### src/sv/crb_pkg.sv
`timescale 1ns / 1ps
// ---------------------------------------------------------------------------
// crb_pkg
// Shared widths, codes and bundles for the clipped RGBA blit.
// ---------------------------------------------------------------------------
package crb_pkg;

	localparam int MAX_DIM = 4096;
	localparam int CNT_W   = $clog2(MAX_DIM);
	localparam int DIM_W   = 13;
	localparam int OFS_W   = 14;
	localparam int CH_W    = 3;
	localparam int IDX_W   = 24;

	localparam logic [DIM_W-1:0] MAX_DIM_V = DIM_W'(MAX_DIM);

	// Channel layouts; anything else is RGBA.
	localparam logic [CH_W-1:0] CH_GRAY       = 3'd1;
	localparam logic [CH_W-1:0] CH_GRAY_ALPHA = 3'd2;
	localparam logic [CH_W-1:0] CH_RGB        = 3'd3;

	// Register indexes.
	localparam logic [2:0] REG_DEST_WIDTH   = 3'd0;
	localparam logic [2:0] REG_DEST_HEIGHT  = 3'd1;
	localparam logic [2:0] REG_SRC_WIDTH    = 3'd2;
	localparam logic [2:0] REG_SRC_HEIGHT   = 3'd3;
	localparam logic [2:0] REG_X_OFFSET     = 3'd4;
	localparam logic [2:0] REG_Y_OFFSET     = 3'd5;
	localparam logic [2:0] REG_SRC_CHANNELS = 3'd6;

	// Placement settings, destination size already clamped.
	typedef struct packed {
		logic [DIM_W-1:0]        dw;
		logic [DIM_W-1:0]        dh;
		logic signed [OFS_W-1:0] x_off;
		logic signed [OFS_W-1:0] y_off;
		logic [CH_W-1:0]         channels;
	} place_cfg_t;

	typedef struct packed {
		logic             we;
		logic [IDX_W-1:0] idx;
		logic [7:0]       r;
		logic [7:0]       g;
		logic [7:0]       b;
		logic [7:0]       a;
	} pix_t;

endpackage

### src/sv/clipped_rgba_blit_with_alpha_skip.sv
`timescale 1ns / 1ps
// ---------------------------------------------------------------------------
// clipped_rgba_blit_with_alpha_skip
// Streams source pixels into destination writes with clipping and alpha skip.
// ---------------------------------------------------------------------------
// Usage:
//   Source pixels arrive in raster order on the input channel (in_valid /
//   in_ready, bytes byte0..byte3). Each request gives exactly one result on
//   the output channel (out_valid / out_ready): write_enable, dest_index and
//   the expanded red, green, blue and alpha bytes.
//   Results are registered: an accepted pixel is shown from the next cycle on.
//   Throughput is one pixel per cycle unless the receiver stalls; the single
//   result register is the only stage; it refills in the cycle it is emptied,
//   with the offset add, clip compares and row-times-width multiply before it.
//   A source column and row counter track the pixel position and wrap after
//   the last pixel of the source image.
//   Reset clears the counters and the result valid flag and loads the register
//   defaults (1x1 images, zero offsets, four channels).
//   While the receiver stalls the result is held and no new request is taken.
//   Configuration writes through cfg_we / cfg_addr / cfg_wdata land at once;
//   write them only while the stream is idle.
// ---------------------------------------------------------------------------
module clipped_rgba_blit_with_alpha_skip (
	input  logic                      clk,
	input  logic                      arst_n,
	// configuration
	input  logic                      cfg_we,
	input  logic [2:0]                cfg_addr,
	input  logic [crb_pkg::OFS_W-1:0] cfg_wdata,
	// source pixel requests
	input  logic                      in_valid,
	output logic                      in_ready,
	input  logic [7:0]                byte0,
	input  logic [7:0]                byte1,
	input  logic [7:0]                byte2,
	input  logic [7:0]                byte3,
	// destination write requests
	output logic                      out_valid,
	input  logic                      out_ready,
	output logic                      write_enable,
	output logic [crb_pkg::IDX_W-1:0] dest_index,
	output logic [7:0]                red,
	output logic [7:0]                green,
	output logic [7:0]                blue,
	output logic [7:0]                alpha
);
	import crb_pkg::*;

	// Configuration registers
	logic [DIM_W-1:0]        dest_width_q, dest_height_q, src_width_q, src_height_q;
	logic signed [OFS_W-1:0] x_offset_q, y_offset_q;
	logic [CH_W-1:0]         src_channels_q;

	// Source position
	logic [CNT_W-1:0] col_q, row_q;

	// Result register
	logic out_valid_q;
	pix_t pix_q;

	logic       in_acc;
	place_cfg_t place_cfg;
	pix_t       pix_d;
	logic [DIM_W-1:0] sw, sh;

	always_ff @(posedge clk or negedge arst_n) begin
		if (!arst_n) begin
			dest_width_q   <= DIM_W'(1);
			dest_height_q  <= DIM_W'(1);
			src_width_q    <= DIM_W'(1);
			src_height_q   <= DIM_W'(1);
			x_offset_q     <= '0;
			y_offset_q     <= '0;
			src_channels_q <= CH_W'(4);
		end else if (cfg_we) begin
			unique case (cfg_addr)
				REG_DEST_WIDTH:   dest_width_q   <= cfg_wdata[DIM_W-1:0];
				REG_DEST_HEIGHT:  dest_height_q  <= cfg_wdata[DIM_W-1:0];
				REG_SRC_WIDTH:    src_width_q    <= cfg_wdata[DIM_W-1:0];
				REG_SRC_HEIGHT:   src_height_q   <= cfg_wdata[DIM_W-1:0];
				REG_X_OFFSET:     x_offset_q     <= $signed(cfg_wdata);
				REG_Y_OFFSET:     y_offset_q     <= $signed(cfg_wdata);
				REG_SRC_CHANNELS: src_channels_q <= cfg_wdata[CH_W-1:0];
				default: ;  // index beyond the register list: drop the write
			endcase
		end
	end

	// Saturate sizes to MAX_DIM; a zero source width or height counts as one,
	// an empty destination simply clips everything.
	always_comb begin
		place_cfg.dw       = (dest_width_q  > MAX_DIM_V) ? MAX_DIM_V : dest_width_q;
		place_cfg.dh       = (dest_height_q > MAX_DIM_V) ? MAX_DIM_V : dest_height_q;
		place_cfg.x_off    = x_offset_q;
		place_cfg.y_off    = y_offset_q;
		place_cfg.channels = src_channels_q;
		sw = (src_width_q  == '0) ? DIM_W'(1) : (src_width_q  > MAX_DIM_V) ? MAX_DIM_V : src_width_q;
		sh = (src_height_q == '0) ? DIM_W'(1) : (src_height_q > MAX_DIM_V) ? MAX_DIM_V : src_height_q;
	end

	// Take a request whenever the result register is empty or being drained.
	assign in_ready = !out_valid_q || out_ready;
	assign in_acc   = in_valid && in_ready;

	crb_xform u_xform (
		.cfg (place_cfg),
		.col (col_q),
		.row (row_q),
		.b0  (byte0),
		.b1  (byte1),
		.b2  (byte2),
		.b3  (byte3),
		.pix (pix_d)
	);

	// Advance the raster position per accepted pixel. A counter left at or
	// past a shrunken size wraps on its next step.
	always_ff @(posedge clk or negedge arst_n) begin
		if (!arst_n) begin
			col_q <= '0;
			row_q <= '0;
		end else if (in_acc) begin
			if ({1'b0, col_q} + 1'b1 >= sw) begin
				col_q <= '0;
				if ({1'b0, row_q} + 1'b1 >= sh) begin
					row_q <= '0;
				end else begin
					row_q <= row_q + 1'b1;
				end
			end else begin
				col_q <= col_q + 1'b1;
			end
		end
	end

	always_ff @(posedge clk or negedge arst_n) begin
		if (!arst_n) begin
			out_valid_q <= 1'b0;
		end else if (in_acc) begin
			out_valid_q <= 1'b1;
		end else if (out_ready) begin
			out_valid_q <= 1'b0;
		end
	end

	// Payload loads only on acceptance, so a stalled result holds.
	always_ff @(posedge clk) begin
		if (in_acc) begin
			pix_q <= pix_d;
		end
	end

	assign out_valid    = out_valid_q;
	assign write_enable = pix_q.we;
	assign dest_index   = pix_q.idx;
	assign red          = pix_q.r;
	assign green        = pix_q.g;
	assign blue         = pix_q.b;
	assign alpha        = pix_q.a;

endmodule

### src/sv/crb_xform.sv
`timescale 1ns / 1ps
// ---------------------------------------------------------------------------
// crb_xform
// Expands one source pixel to RGBA and places it in the destination.
// ---------------------------------------------------------------------------
module crb_xform (
	input  crb_pkg::place_cfg_t      cfg,
	input  logic [crb_pkg::CNT_W-1:0] col,
	input  logic [crb_pkg::CNT_W-1:0] row,
	input  logic [7:0]                b0,
	input  logic [7:0]                b1,
	input  logic [7:0]                b2,
	input  logic [7:0]                b3,
	output crb_pkg::pix_t             pix
);
	import crb_pkg::*;

	localparam int POS_W = OFS_W + 1;

	logic [7:0]              r, g, b, a;
	logic signed [POS_W-1:0] dx, dy;
	logic                    in_x, in_y, we;
	logic [CNT_W+DIM_W-1:0]  prod;
	logic [IDX_W-1:0]        idx;

	always_comb begin
		case (cfg.channels)
			CH_GRAY: begin
				r = b0; g = b0; b = b0; a = 8'hFF;
			end
			CH_GRAY_ALPHA: begin
				r = b0; g = b0; b = b0; a = b1;
			end
			CH_RGB: begin
				r = b0; g = b1; b = b2; a = 8'hFF;
			end
			default: begin
				r = b0; g = b1; b = b2; a = b3;
			end
		endcase
	end

	assign dx = $signed({{(POS_W-CNT_W){1'b0}}, col}) + $signed({cfg.x_off[OFS_W-1], cfg.x_off});
	assign dy = $signed({{(POS_W-CNT_W){1'b0}}, row}) + $signed({cfg.y_off[OFS_W-1], cfg.y_off});

	assign in_x = !dx[POS_W-1] && (dx[POS_W-2:0] < {1'b0, cfg.dw});
	assign in_y = !dy[POS_W-1] && (dy[POS_W-2:0] < {1'b0, cfg.dh});
	assign we   = in_x && in_y && (a != 8'h00);

	// Inside the destination both coordinates are below MAX_DIM.
	assign prod = dy[CNT_W-1:0] * cfg.dw;
	assign idx  = prod[IDX_W-1:0] + {{(IDX_W-CNT_W){1'b0}}, dx[CNT_W-1:0]};

	always_comb begin
		pix.we  = we;
		pix.idx = we ? idx : '0;
		pix.r   = r;
		pix.g   = g;
		pix.b   = b;
		pix.a   = a;
	end

endmodule

### config.mk
export PLATFORM = sky130hd
export DESIGN_NAME = clipped_rgba_blit_with_alpha_skip
export DESIGN_NICKNAME = d
export VERILOG_FILES = /design/src/sv/crb_pkg.sv /design/src/sv/clipped_rgba_blit_with_alpha_skip.sv /design/src/sv/crb_xform.sv
export SDC_FILE = /design/constraint.sdc
export NUM_CORES = 1
export LEC_CHECK = 0
export ABC_AREA = 1
export ABC_CLOCK_PERIOD_IN_PS = 8200
export BUFFER_PORTS_ARGS = -buffer_cell sky130_fd_sc_hd__buf_2
export CAP_MARGIN = 20
export CELL_PAD_IN_SITES_DETAIL_PLACEMENT = 0
export CELL_PAD_IN_SITES_GLOBAL_PLACEMENT = 2
export CORE_UTILIZATION = 37
export DETAILED_ROUTE_END_ITERATION = 7
export HOLD_SLACK_MARGIN = 0.02
export PLACE_DENSITY = 0.82
export SYNTH_ARGS = -nofsm -noshare
export SYNTH_HDL_FRONTEND = slang
export SYNTH_SLANG_ARGS = --single-unit
### constraint.sdc
create_clock -name clk -period 8.2 [get_ports clk]
set_input_delay 1.64 -clock clk [delete_from_list [all_inputs] [get_ports clk]]
set_output_delay 1.64 -clock clk [all_outputs]
set_load 0.01 [all_outputs]
==> out/metrics.cfg, run 1 <==
[timing]
holdWs_ns=0.492
period_minus_slack_ns=6.98
tightestPinTransition_ns=0.830
max_freq_mhz=143
worst_clock_skew_ns=0.0167
rsz0062_at_grt=no
finalSetupViolations=0
finalHoldViolations=0
tns_ns=0
period_share_pct=85.1
finalMaxSlewViolations=0
slew_headroom_pct=44.6

[power_and_ir_drop]
p_leak_nw=8.44
power.density_nw_per_um2=459
ir_drop_mv=0.252

[cts]
cts_tree=built
post_cts_buffers=0
cts_sinks=165
clock_latency_ns=0.46
clk_path_buf_depth=2
cts_hold_buffers=0
clkSlewWorstSetupHoldPaths_ns=0.08
clockRootBuffer=clkbuf_16
h-tree-depth=4
numCtsBuffers=17
cts_resized=0

[finish]
drive_gt1_share_pct=10.5
design_area_um2=16400
final_nets=2193
fillers=3976
syn_to_final_growth_pct=12.0
n_antenna_cell=0

[critical_path]
crit_top_cell=fa_1
worstPathRequired_ns=8.50
slowest_stage=fa_1
cp-startpoint=row_q[0]
crit_type=reg -> reg
arrival_ns=7.28
reg2reg_from=row_q[0]
max_stage_delay_ns=0.54
crit_path_start_kind=register
crit_path_max_fanout=9
end_kind=register

[routing]
routed_wl_um=39300
ant_nets=0
routed-via-count=11391
drtPass1Iterations=4
drt_first_iter_violations=665
routedWlPerCell_um=16.4
drc=0
drt-vias-per-instance=4.74

[min_path]
min_path_type=reg -> reg
hp-start=y_offset_q[4]

[placed_design]
dpl.hpwl_um=31600
place_congestion=0.855
portBuffers=112
placed_cell_area_um2=15800

[yosys]
ys_warn_count=0
syn_nets=2081
syn_area_per_cell_um2=8.32
synthFlopType=dfrtp_1
synth_area_leaders=dfrtp_1 (18%), fa_1 (17%), ha_1 (12%)
synth.cell_area_um2=14700
yosysTopAreaCell=dfrtp_1
synth-edff-count=57
synth.distinct_cells=48
synthCells=1761
synth_top_area_share_pct=17.6
yosysSeqAreaShare_pct=30.2
synth-async-reset-ratio_pct=65.5
synth_seq_cells=165

[floorplan]
dieArea_um2=40400
die_y_um=201
io_pins=113
rows=72
initial_utilization_pct=37.8
fp.dieW_um=201
coreArea_um2=38800

[status]
status=finished, final reports clean

[global_route]
grtUsageTotal_pct=20.4
grt_pass1_wl_um=63700
grt-ovfl-total=0
grt_max_degree=65
grt_pass1_vias=11701
grt_antenna_before_repair=0

[run]
maxCapViolations=0

## area by class of cell
| class | count | area (um2) | area share [%] |
|---|---|---|---|
| tap | 518 | 648 | 3.95 |
| sequential | 165 | 4420 | 26.9 |
| clock inverter | 13 | 145 | 0.884 |
| clock buffer | 19 | 433 | 2.64 |
| multi-input combinational | 1229 | 8860 | 54.0 |
| inverter | 337 | 1260 | 7.71 |
| timing repair buffer | 123 | 646 | 3.93 |
## Yosys cell counts (2+ instances only)
cell type and n:
o211ai_1 3, nand3_1 48, nand2_2 2, clkbuf_1 26
o21ai_0 137, nor3_1 11, edfxtp_1 57, clkinv_1 4
a211oi_1 2, xor2_1 43, a31oi_1 3, nor4_1 9
o22ai_1 8, nor2_1 132, nor3_2 3, a211o_1 2
a21o_1 7, ha_1 144, o21a_1 6, inv_2 4
xnor2_1 12, inv_1 329, nand4_1 18, nor2_2 22
dfstp_2 5, xor2_2 2, nand2_1 391, o21bai_1 5
dfrtp_1 103, o21ai_1 8, buf_6 2, fa_1 122
o31ai_1 3, a21oi_1 72, or2_2 3
## final timing paths
kind,to,slack (ns),cells after the start
worst max-delay path,dest_index[17],1.22,27
worst min-delay path,y_offset_q[4],0.49,2
worst max register to register,dest_index[17],1.22,27
worst min register to register,y_offset_q[4],0.49,2
max in group asynchronous,row_q[9],5.73,2
min in group asynchronous,src_width_q[1],1.19,1
## registers in the layout, indices dropped and copies added (netlist names)
signal,flops
alpha,8
blue,8
col_q,12
dest_height_q,13
dest_index,24
dest_width_q,13
green,8
out_valid,1
red,8
row_q,12
src_channels_q,3
src_height_q,13
src_width_q,13
write_enable,1
x_offset_q,14
y_offset_q,14
## cell usage in the layout, fill, tap and decap left out, types with 22 or more instances in the layout
master	count
nor2_2	22
nand2_1	391
ha_1	144
dfrtp_1	103
fa_1	122
a21oi_1	71
xor2_1	42
buf_2	111
o21ai_0	136
nand3_1	48
inv_1	329
nor2_1	132
edfxtp_1	57
## where the power goes
| group | total (mW) | switching (mW) | leakage (nW) | internal [mW] |
|---|---|---|---|---|
| clock | 0.820 | 0.390 | 0.277 | 0.430 |
| combinational | 5.51 | 3.50 | 6.24 | 2.01 |
| sequential | 1.20 | 0.129 | 1.92 | 1.07 |
| total | 7.53 | 4.02 | 8.44 | 3.51 |
## per-layer routing
metal | share of wire [%] | global-route usage (%) | vias to the layer above
li1 | - | - | 5804
met1 | 47 | 26.8 | 5408
met2 | 49 | 34.9 | 141
met3 | 2.4 | 2.74 | 38
met4 | 1.8 | 5.62 | 0
met5 | 0 | 0 | -
## stage by stage
| step | setup slack [ns] | power (mW) | util (%) | instances |
|---|---|---|---|---|
| 2_1_floorplan | 1.89 | 5.42 | - | 1761 |
| 4_1_cts | 1.15 | 7.64 | 42.3 | 2404 |
| 3_5_place_dp | 1.18 | 6.76 | 40.8 | 2372 |
| 6_report | 1.22 | 7.53 | 42.3 | 2404 |
| 3_3_place_gp | 1.26 | 6.81 | 40.8 | 2372 |
| 5_1_grt | 0.642 | 8.47 | 42.3 | 2404 |
## critical path, delay by kind of cell (launching register included)
family	cells	cell delay [ns]
fa+ha+maj	8	3.53
simple gates	9	1.40
buf+inv	5	0.62
xor+xnor	2	0.46
flops	1	0.43
compound gates	3	0.39
## cell families (layout without fill, tap and decap cells)
family | count (synthesis) | count (layout) | share of synthesized area, %
flip-flops | 165 | 165 | 30.2
AND/OR/NAND/NOR | 647 | 647 | 18.4
adder cells (fa/ha/maj) | 266 | 266 | 29.0
AO/OA/AOI/OAI | 259 | 259 | 9.50
buffers and inverters | 367 | 492 | 9.53
XOR/XNOR | 57 | 57 | 3.51
(Power assumes the default switching activity.)
==> run 2, diff against run 1 <==
Settings changed: MAX_ROUTING_LAYER from default to met4.
==> run 2 against run 1 <==
Effect of this change: final cell count barely moved; core utilization about the same; critical path type unchanged; final area grew 0.11%; clock-buffer cell count down 1; register-to-register slack lost 0.09 ns; sequential share of layout area hardly changed; global-route usage increased by 0.66 points; wire length rose by 0.65%.
==> out/metrics.cfg, run 2 (synthesis gave the netlist of run 1 again) <==
[routing]
drtPass1Iterations=4  ; unchanged
drt_first_iter_violations=587  ; -12%
routed_wl_um=39600  ; +0.65%
drt-vias-per-instance=4.78  ; +0.80%
routedWlPerCell_um=16.5  ; +0.74%
drc=0  ; unchanged
routed-via-count=11473  ; +0.72%
ant_nets=0  ; unchanged

[global_route]
grt_antenna_before_repair=0  ; unchanged
grtUsageMet3_pct=2.79  ; +0.049 points
grt-ovfl-total=0  ; unchanged
grtUsageMet1_pct=27.3  ; +0.50 points
grt_max_degree=61  ; -6.2%
busiest_layer=met2
grt_pass1_vias=11627  ; -0.63%
grt_pass1_wl_um=63700  ; about the same
use_met2_pct=34.3  ; -0.62 points
grtUsageTotal_pct=21.0  ; +0.66 points

[critical_path]
cp-startpoint=row_q[0]
max_stage_delay_ns=0.55  ; about the same
crit_top_cell=fa_1
crit_path_max_fanout=9  ; unchanged
arrival_ns=7.26  ; -0.02 ns
crit_type=reg -> reg
worstPathRequired_ns=8.39  ; -0.11 ns
reg2reg_from=row_q[0]
end_kind=register
crit_path_start_kind=register
cp_top_family=adder cells
slowest_stage=fa_1
cp_num_buf_inv=4  ; -1

[cts]
cts_sinks=165  ; unchanged
post_cts_buffers=0  ; unchanged
clockRootBuffer=clkbuf_16
clock_latency_ns=0.46  ; about the same
cts_tree=built
clkSlewWorstSetupHoldPaths_ns=0.07  ; about the same
h-tree-depth=4  ; unchanged
cts_resized=0  ; unchanged
numCtsBuffers=17  ; unchanged
clk_path_buf_depth=2  ; unchanged
cts_hold_buffers=0  ; unchanged

[timing]
tns_ns=0  ; unchanged
period_minus_slack_ns=7.07  ; +0.0940 ns
rsz0062_at_grt=no
holdWs_ns=0.490  ; -0.00181 ns
worst_clock_skew_ns=0.0179  ; +0.00117 ns
max_freq_mhz=141  ; -1.3%
tightestPinTransition_ns=0.931  ; +0.101 ns
slew_headroom_pct=37.7  ; -6.8 points
finalSetupViolations=0  ; unchanged
finalMaxSlewViolations=0  ; unchanged
finalHoldViolations=0  ; unchanged
period_share_pct=86.3  ; +1.1 points

[finish]
design_area_um2=16400  ; +0.11%
syn_to_final_growth_pct=12.1
largest_reg_flops=24  ; unchanged
layout_common_cells=nand2_1 (391), inv_1 (329), ha_1 (144)
drive_gt1_share_pct=10.5  ; +0.011 points
n_antenna_cell=0  ; unchanged
final_common_cell=nand2_1
final_nets=2191  ; -0.091%

[floorplan]
coreArea_um2=38800  ; unchanged
initial_utilization_pct=37.8  ; unchanged
io_pins=113  ; unchanged
fp.dieW_um=201  ; unchanged
dieArea_um2=40400  ; unchanged
die_y_um=201  ; unchanged
rows=72  ; unchanged

[placed_design]
place_congestion=0.880  ; +2.9%
dpl.hpwl_um=31700  ; +0.36%
portBuffers=112  ; unchanged
placed_cell_area_um2=15800  ; about the same

[status]
status=finished, final reports clean

[min_path]
min_path_type=reg -> reg
hp-start=y_offset_q[7]

[run]
maxCapViolations=0  ; unchanged

## run 2: cell count changes in the layout (fill, tap and decap cells not counted)
cell,previous run,this run
clkbuf_8,0,1
clkbuf_1,2,0
clkinv_2,0,1
bufinv_16,1,2
inv_6,2,1
clkinv_8,1,2
inv_8,3,1
clkinvlp_4,2,3
buf_4,12,10
## run 2: final timing paths
| kind | to | slack (ns) | cells after the start |
|---|---|---|---|
| min in group asynchronous | src_width_q[1] | 1.22 | 1 |
| worst min-delay path | y_offset_q[7] | 0.49 | 2 |
| worst max register to register | dest_index[17] | 1.13 | 27 |
| max in group asynchronous | y_offset_q[4] | 5.79 | 2 |
| worst min register to register | y_offset_q[7] | 0.49 | 2 |
| worst max-delay path | dest_index[17] | 1.13 | 27 |
## run 2: layer usage
layer | part of all wire [%] | wire length [um]
met4 | 1.9 | 767
met2 | 48 | 19100
met3 | 2.7 | 1080
met1 | 47 | 18600
met5 | 0 | 0
## run 2: area by class of cell
class | count | area (um2)
clock buffers | 18 | 439
clock inverters | 14 | 173
fillers | 3948 | 22400
inverters | 337 | 1260
multi-input cells | 1229 | 8860
flip-flops and latches | 165 | 4420
well taps | 518 | 648
repair buffers | 121 | 631
## run 2: stage by stage
step	util (%)	cells	setup slack (ns)
after global placement	40.8	2370	1.23
final	42.3	2402	1.13
after CTS	42.3	2402	1.08
after global routing	42.3	2402	0.643
after floorplan	-	1761	1.89
after detailed placement	40.8	2370	1.11
## run 2: worst register-to-register path, cell delays in order, from the launching register on
cell and delay (ns):
dfrtp_1 0.43, ha_1 0.25, fa_1 0.41, nand3_1 0.14, nand2_1 0.11, nand2_1 0.10
a21oi_1 0.06, or2_2 0.29, xor2_2 0.32, clkinv_1 0.36, nor2_1 0.22, fa_1 0.45
fa_1 0.47, fa_1 0.52, fa_1 0.55, inv_1 0.05, fa_1 0.52, inv_1 0.04
ha_1 0.37, nand2_1 0.16, nor2_1 0.07, nand2_1 0.08, nand3_1 0.13, a21oi_1 0.26
o21ai_0 0.14, xor2_1 0.16, inv_1 0.07, nor2_2 0.04
Power of run 2 is not shown: default switching activity piles up to over one toggle a cycle in this logic, so the estimate is an artifact.
